<file path="src/hdl/tloc_pkg.sv">
`default_nettype none
package tloc_pkg;

  localparam int CoordW  = 31;
  localparam int WidthW  = 25;
  localparam int BloatW  = 25;
  localparam int OutW    = 32;
  localparam int DeltaW  = 32;
  localparam int NormW   = 64;
  localparam int AddrW   = 1;
  localparam logic [AddrW-1:0] RegBloat = 1'b0;

  typedef struct packed {
    logic [CoordW-1:0] start_x;
    logic [CoordW-1:0] start_y;
    logic [CoordW-1:0] end_x;
    logic [CoordW-1:0] end_y;
    logic [WidthW-1:0] line_width;
    logic              square_cap;
  } seg_t;

  typedef struct packed {
    logic        bad;
    seg_t        seg;
  } ctl_t;

endpackage
`default_nettype wire

</file>
<file path="src/hdl/tloc_sqrt_cell.sv">
`default_nettype none
// One bit-pair step of the integer square root, for both components.
module tloc_sqrt_cell
  import tloc_pkg::*;
#(
  parameter int RW = 17
) (
  input  wire logic          clk_i,
  input  wire logic          en_i,
  input  wire logic [2*RW-1:0] x_i,
  input  wire logic [2*RW-1:0] y_i,
  input  wire logic [RW-1:0] rx_i,
  input  wire logic [RW-1:0] ry_i,
  input  wire logic [2*RW-1:0] ex_i,
  input  wire logic [2*RW-1:0] ey_i,
  output logic      [2*RW-1:0] x_o,
  output logic      [2*RW-1:0] y_o,
  output logic      [RW-1:0] rx_o,
  output logic      [RW-1:0] ry_o,
  output logic      [2*RW-1:0] ex_o,
  output logic      [2*RW-1:0] ey_o
);
  // Remainder ex holds x - r^2 progressively; x shifts two bits per cell.
  logic [2*RW+1:0] tx, ty, cx, cy;

  always_comb begin
    tx = {ex_i, x_i[2*RW-1 -: 2]};
    ty = {ey_i, y_i[2*RW-1 -: 2]};
    cx = {{RW{1'b0}}, rx_i, 2'b01};
    cy = {{RW{1'b0}}, ry_i, 2'b01};
  end

  always_ff @(posedge clk_i) begin
    if (en_i) begin
      x_o  <= {x_i[2*RW-3:0], 2'b00};
      y_o  <= {y_i[2*RW-3:0], 2'b00};
      rx_o <= {rx_i[RW-2:0], tx >= cx};
      ry_o <= {ry_i[RW-2:0], ty >= cy};
      ex_o <= (tx >= cx) ? (2*RW)'(tx - cx) : tx[2*RW-1:0];
      ey_o <= (ty >= cy) ? (2*RW)'(ty - cy) : ty[2*RW-1:0];
    end
  end
endmodule
`default_nettype wire

</file>
<file path="config.mk">
export PLATFORM = sky130hd
export DESIGN_NAME = tloc_sqrt_cell
export DESIGN_NICKNAME = d
export VERILOG_FILES = /design/src/hdl/tloc_pkg.sv /design/src/hdl/tloc_sqrt_cell.sv
export SDC_FILE = /design/constraint.sdc
export NUM_CORES = 1
export LEC_CHECK = 0
export ABC_AREA = 1
export BUFFER_PORTS_ARGS = -buffer_cell sky130_fd_sc_hd__buf_2
export CAP_MARGIN = 10
export CORE_ASPECT_RATIO = 0.8
export CORE_UTILIZATION = 42
export CTS_CLUSTER_SIZE = 20
export DETAILED_ROUTE_END_ITERATION = 16
export PLACE_DENSITY = 0.75
export SKIP_CTS_REPAIR_TIMING = 1
export SLEW_MARGIN = 10
export SYNTH_ARGS = -nofsm -noshare
export SYNTH_HDL_FRONTEND = slang
export SYNTH_SLANG_ARGS = --single-unit
</file>
<file path="constraint.sdc">
create_clock -name clk_i -period 2.1 [get_ports clk_i]
set_input_delay 0.105 -clock clk_i [delete_from_list [all_inputs] [get_ports clk_i]]
set_output_delay 0.105 -clock clk_i [all_outputs]
set_load 0.05 [all_outputs]
</file>
=== Word-level counts from Yosys, hierarchy flattened ===
Cells that the tools add are included.

* Multiplexer cells: 2
* Add/sub/neg operators: 2
* Order comparisons: 2

{| class="wikitable"
|+ Operators by type and width
! operator !! number
|-
| 36-bit by 19-bit greater-or-equal comparator with 1-bit output || 2
|-
| 34-bit two-way mux || 2
|-
| 34-bit by 19-bit subtractor with 34-bit output || 2
|}

* Flip-flop bits (word level): 166
* Logic and storage cells: 12

=== Logic depth before layout (Yosys ltp) ===
Gate-level depths: netlist of the first run.

* Depth after elaboration: 2
* Depth in mapped cells: 14
* Gate-level depth less buffers: 14

=== Least setup slack after synthesis of the first run ===
OpenSTA, ideal clock, no wires.

* Path type: in2reg
* From: input port rx_i[11]
* To: register ex_o[11] (data pin)
* Setup time: 0.255 ns
* Required time: 1.845 ns
* Buffers on the path: 1
* Path slack: 0.339 ns
* Stages: 9
* Arrival time: 1.506 ns
* Cell sequence: inv_1 ha_1 a21oi_1 o21ai_0 a21oi_1 nand3_4 inv_6 buf_12 o21ai_2

* Cells in the longest elaborated chain, start to end: 2

{| class="wikitable"
|+ Ends and longest elaborated chain
! item !! line !! RTL
|-
| start, declared || tloc_sqrt_cell.sv:12 || <nowiki>input wire logic [RW-1:0] rx_i,</nowiki>
|-
| 36-bit by 19-bit greater-or-equal comparator with 1-bit output || tloc_sqrt_cell.sv:39 || <nowiki>ex_o <= (tx >= cx) ? (2*RW)'(tx - cx) : tx[2*RW-1:0];</nowiki>
|-
| 34-bit two-way mux || tloc_sqrt_cell.sv:39 ||
|-
| end signal, assigned || tloc_sqrt_cell.sv:39 ||
|-
| end, declared || tloc_sqrt_cell.sv:20 || <nowiki>output logic [2*RW-1:0] ex_o,</nowiki>
|}

No other way between the ends.
A chain may end at the register's enable or synchronous reset.

=== Worst setup path in the final report of the first run ===
* From: input port ex_i[31]
* To: register ex_o[21] (data pin)

* Cells in the longest elaborated chain, start to end: 2

{| class="wikitable"
|+ Ends and longest elaborated chain
! item !! line !! RTL
|-
| start, declared || tloc_sqrt_cell.sv:14 || <nowiki>input wire logic [2*RW-1:0] ex_i,</nowiki>
|-
| 36-bit by 19-bit greater-or-equal comparator with 1-bit output || tloc_sqrt_cell.sv:39 ||
|-
| 34-bit two-way mux || tloc_sqrt_cell.sv:39 ||
|}

No other way between the ends.

==> results of run 1 <==
[flip-flops by register name (all words and copies together), names as in the netlist]
name	count
ry_o	17
rx_o	17
y_o	32
ex_o	34
ey_o	34
x_o	32
[logic make-up after synthesis]
family | after synthesis | synth area share
compound gates | 94 | 0.05804
xor+xnor | 33 | 0.02947
fa+ha+maj | 38 | 0.04848
buf+inv | 221 | 0.09606
flops | 166 | 0.5082
other cells | 1 | 0.0003823
simple gates | 593 | 0.2593
[layout by cell type (no fill, tap or decap), drive strengths merged, types with 14 or more instances in the layout]
cell,count
buf,381
nand2,367
inv,216
edfxtp,166
nor2,119
dlygate4sd3,115
nand3,61
o21ai,47
a21oi,45
ha,38
xnor2,24
clkbuf,17
nand4,16
nor3,14
[final cells by class]
type | instances | share of cell area
repair buffers | 496 | 0.2333
inverters | 209 | 0.05709
flip-flops and latches | 166 | 0.3593
clock inverters | 14 | 0.01136
clock buffers | 17 | 0.03067
well taps | 306 | 0.02760
multi-input cells | 762 | 0.2806
[per-layer routing]
metal	part of all wire	wire, µm	track usage	vias up
met2	0.47	15170	0.4215	436
met3	0.086	2784	0.06743	41
met1	0.43	13780	0.3273	4382
met4	0.015	478	0.06847	0
met5	0	0	0	-
li1	-	-	-	4686
[stage by stage]
stage,setup TNS (ns),worst slack [ns]
final,0,0.1851
after floorplan,0,0.3393
after CTS,0,0.4410
after global placement,-0.1094,-0.03502
after global routing,0,0.1072
after detailed placement,-0.03143,-0.008843
[report_power, final]
| group | leakage, nW | switching (mW) | internal [mW] |
|---|---|---|---|
| logic | 4.79 | 2.21 | 0.914 |
| registers | 1.63 | 0.102 | 4.04 |
| clock network | 0.286 | 1.54 | 1.59 |
[worst max-delay path: stages]
cell,delay [ns]
dlygate4sd3_1,0.55
buf_2,0.14
inv_1,0.08
nand2_1,0.07
nor3_1,0.33
nand3_2,0.15
nor2_2,0.19
nand3_4,0.11
inv_6,0.11
buf_4,0.20
a21oi_2,0.06
[worst max path at each step]
stage | start | end | slack (ns) | cells after the start
floorplan | rx_i[11] | ex_o[11] | 0.34 | 9
global placement | rx_i[13] | ex_o[21] | -0.04 | 10
detailed placement | rx_i[11] | ex_o[21] | -0.009 | 10
CTS | rx_i[11] | ex_o[21] | 0.44 | 10
global route | ex_i[31] | ex_o[21] | 0.11 | 11
finish | ex_i[31] | ex_o[21] | 0.19 | 11
==> summary.md, run 1 <==
| Metric | Value |
|---|---|
| Outcome | finished, violations left |
| Violations in the final reports | negative hold slack |
| Seq. cell area | 4985 µm² |
| Final HPWL DP | 25270 µm |
| Share of layout cells above drive strength 1 | 0.2861 |
| Final hold vios | 1 |
| Netlist Area Pre-Place | 9808 µm² |
| ANT cells | 0 |
| TritonCTS clock tree | built |
| GRT Total Usage | 0.2537 |
| FILL cells | 2015 |
| Clock Tree Buf Depth | 2 |
| Core footprint | 22680 µm² |
| Antenna viol nets, final | 0 |
| Via count | 9545 |
| Worst Path Max Fanout | 7 |
| Rows | 49 |
| Yosys warning total | 0 |
| Routed length per placed instance | 16.35 µm |
| Worst VDD drop | 0.5296 mV |
| Placed Cells | 1824 |
| IO Count | 342 |
| Endpoint type of the worst setup path | register |
| Global-route wire length before repair | 46600 µm |
| Dominant cell by count in the synthesized netlist | nand2_1 |
| Clock transition at the registers of the reported paths | 0.07 ns |
| Die Span Y | 138.7 µm |
| Async S/R FF share, synth | 0 |
| Transition time of the tightest slew-check pin | 0.5719 ns |
| Post-synthesis cell type count | 34 |
| CP Data Required Time | 2.28 ns |
| Power Density | 749.7 nW/µm² |
| # nets final | 1862 |
| Period utilisation layout | 0.9118 |
| Area leader, netlist | edfxtp_1 |
| Power Total | 10.40 mW |
| Fmax | 0.5222 GHz |
| Area of the multi-input gates | 3892 µm² |
| Hold Crit Depth | 3 |
| Final setup violation count | 0 |
| Root buffer cell | clkbuf_16 |
| Synth Flop Type | edfxtp_1 |
| Minimum clock period after layout | 1.915 ns |
| WL final | 32220 µm |
| Finished Cell Area | 13870 µm² |
| Max-cap check violation count | 0 |
| Syn Inst Count | 1146 |
| Pin count of the biggest net entering global routing | 54 |
| Hold wc startpoint | ey_i[11] |
| Core Util, Final | 0.6115 |
| Top cells by area, synth | edfxtp_1 51%, nand2_1 14%, inv_1 7.8% |
| WP data arrival | 2.10 ns |
| Clock sinks | 166 |
| FF+latch count, synth | 166 |
| Area delta synth->final | 41.43% |
| TritonCTS buffer count | 17 |
| Final hold slack | -0.01467 ns |
| Die area | 23970 µm² |
| Yosys top cell area share | 0.5082 |
| Relative slew slack | 0.6187 |
| Initial antenna violation count | 0 |
| Seq/Total Area, Yosys | 0.5082 |
| TritonRoute pass-1 iters | 6 |
| Avg Inst Size Synth | 8.559 µm² |
| Htree depth | 4 |
| Non-Filler Instances | 1970 |
| Dpl cell area | 12140 µm² |
| Slew Viols, Final | 0 |
| Initial cell density of the core | 0.4324 |
| Placer Congestion | 0.9621 |
| Leakage | 6.701 nW |
| Worst Hold Endpoint | ey_o[13] |
| Worst hold-check path type | in2reg |
| IO buf count | 337 |
| Post-synth EDFFs | 166 |
| DRT iter0 DRCs | 641 |
| Avg Vias per Cell | 4.845 |
| DIE WIDTH | 172.9 µm |
| Most frequent cells after synthesis | 354 x nand2_1, 203 x inv_1, 166 x edfxtp_1, 107 x nor2_1, 54 x nand3_1 |
| RSZ-0062 raised after global routing | no |
| Total grt overflow | 0 |
| Crit path launch type | primary input |
| Drc violations | 0 |
| Setup Crit Path Kind | in2reg |
| Vias in the first global route | 8775 |
(Power assumes the default switching activity.)
==> run 2, diff against run 1 <==
CORE_MARGIN = 2   (was default)
==> summary.md, run 2 (synthesis gave the netlist of run 1 again) <==
| Metric | Value |
|---|---|
| Final HPWL DP | 24040 µm (-4.9%) |
| Pin count of the biggest net entering global routing | 44 (-19%) |
| Die area | 24600 µm² (+2.6%) |
| DRT iter0 DRCs | 659 (+2.8%) |
| Core Util, Final | 0.6102 (-0.001324) |
| WP data arrival | 1.89 ns (-0.21 ns) |
| Minimum clock period after layout | 1.725 ns (-0.1903 ns) |
| Share of layout cells above drive strength 1 | 0.2795 (-0.006592) |
| Drc violations | 0 (unchanged) |
| Most common cell after layout, fill and taps aside | nand2_1 |
| Slew Viols, Final | 0 (unchanged) |
| Most frequent cells in the layout | 354 x nand2_1, 336 x buf_2, 203 x inv_1 |
| Relative slew slack | 0.6435 (+0.02477) |
| RSZ-0062 raised after global routing | no |
| TritonCTS clock tree | built |
| CP Data Required Time | 2.27 ns (about the same) |
| Leakage | 6.658 nW (-0.63%) |
| DIE WIDTH | 174.9 µm (+1.2%) |
| IO buf count | 337 (unchanged) |
| Vias in the first global route | 8463 (-3.6%) |
| Power Density | 780.6 nW/µm² (+4.1%) |
| Outcome | finished, violations left |
| GRT Total Usage | 0.2350 (-0.01870) |
| IO Count | 342 (unchanged) |
| Global-route wire length before repair | 44510 µm (-4.5%) |
| Crit path launch type | primary input |
| Via count | 9463 (-0.86%) |
| WL final | 31580 µm (-2.0%) |
| Cell repeated most along the worst path | nand2_1 |
| Antenna viol nets, final | 0 (unchanged) |
| Slowest cell on crit path | ha_1 |
| TritonRoute pass-1 iters | 5 (-1) |
| Finished Cell Area | 13840 µm² (-0.22%) |
| Htree depth | 4 (unchanged) |
| Clock sinks | 166 (unchanged) |
| Setup Crit Path Kind | in2reg |
| Transition time of the tightest slew-check pin | 0.5307 ns (-0.04124 ns) |
| Rows | 49 (unchanged) |
| Final setup violation count | 0 (unchanged) |
| Initial antenna violation count | 2 (+2) |
| Area delta synth->final | 41.13% |
| Cell breakdown of the critical path | buf_2, inv_1, ha_1, nand2_1, inv_2, a21oi_1, nand3_2, nand2_1, nand3_4, inv_4, buf_12, o21ai_1 |
| Avg Vias per Cell | 4.843 (about the same) |
| Initial cell density of the core | 0.4324 (unchanged) |
| Dpl cell area | 12040 µm² (-0.78%) |
| Clock transition at the registers of the reported paths | 0.07 ns (about the same) |
| Placer Congestion | 0.9359 (-2.7%) |
| # nets final | 1844 (-0.97%) |
| Top flop regs | ex_o x34, ey_o x34 |
| Clock Tree Buf Depth | 2 (unchanged) |
| Worst VDD drop | 0.4805 mV (-9.3%) |
| TritonCTS buffer count | 17 (unchanged) |
| Worst path max stage delay | 0.37 ns (-0.18 ns) |
| Total grt overflow | 0 (unchanged) |
| Final hold vios | 4 (+3) |
| Worst hold-check path type | in2reg |
| Worst Path Max Fanout | 19 (+12) |
| Max-cap check violation count | 0 (unchanged) |
| Fmax | 0.5799 GHz (+11%) |
| Root buffer cell | clkbuf_16 |
| Core footprint | 22680 µm² (unchanged) |
| Final hold slack | -0.02146 ns (-0.006794 ns) |
| Period utilisation layout | 0.8212 (-0.09062) |
| Die Span Y | 140.7 µm (+1.4%) |
| Routed length per placed instance | 16.16 µm (-1.2%) |
| Violations in the final reports | negative hold slack |
| Endpoint type of the worst setup path | register |
==> run 2: cell types whose count changed in the layout (fill, tap and decap cells not counted), sizes merged, moves of 2 or more <==
cell,before,now
buf,381,365
diode,0,2
bufinv,0,5
clkinv,7,2
dlygate4sd3,115,113
==> run 2: metrics by stage <==
step	hold slack, ns	cells	total power, mW	setup slack [ns]	TNS [ns]
final	-0.02146	1954	10.81	0.3755	0
after floorplan	0.2039	1149	6.193	0.3393	0
after global placement	0.2810	1808	7.072	-0.004777	-0.004777
after CTS	-0.1641	1839	10.66	0.4177	0
after global routing	0.001256	1954	11.20	0.2262	0
after detailed placement	0.2831	1808	7.084	-0.01374	-0.01374
==> run 2: worst max-delay path, delay by kind of cell <==
kind                     cells  cell delay, ns
AO/OA/AOI/OAI                2            0.30
AND/OR/NAND/NOR              4            0.55
adder cells (fa/ha/maj)      1            0.37
buffers and inverters        5            0.56
==> run 2: where the power goes <==
| part | switching [mW] | internal (mW) | leakage, nW |
|---|---|---|---|
| clock network | 1.43 | 2.15 | 0.320 |
| logic | 2.21 | 0.893 | 4.71 |
| registers | 0.0927 | 4.04 | 1.63 |
==> run 2: per-layer routing <==
metal  wire [µm]  track usage  vias up
met5           0            0        -
met4         596      0.06886        0
met3        2848      0.06149       38
met2       14210       0.3655      430
met1       13930       0.3244     4341
li1            -            -     4654
==> run 2: cell type report <==
cell class              instances  area, µm²
fillers                      1930       8842
flip-flops and latches        166       4985
multi-input cells             762       3892
repair buffers                478       3122
inverters                     209      792.0
clock buffers                  17      425.4
well taps                     306      382.9
clock inverters                14      237.7
diodes                          2      5.005
==> run 2: path summary, 6_finish.rpt <==
path                 start  cells after the start        to  slack [ns]
setup / recovery   ry_i[8]                     12   ey_o[3]        0.38
hold / removal    ex_i[31]                      3  ex_o[33]       -0.02
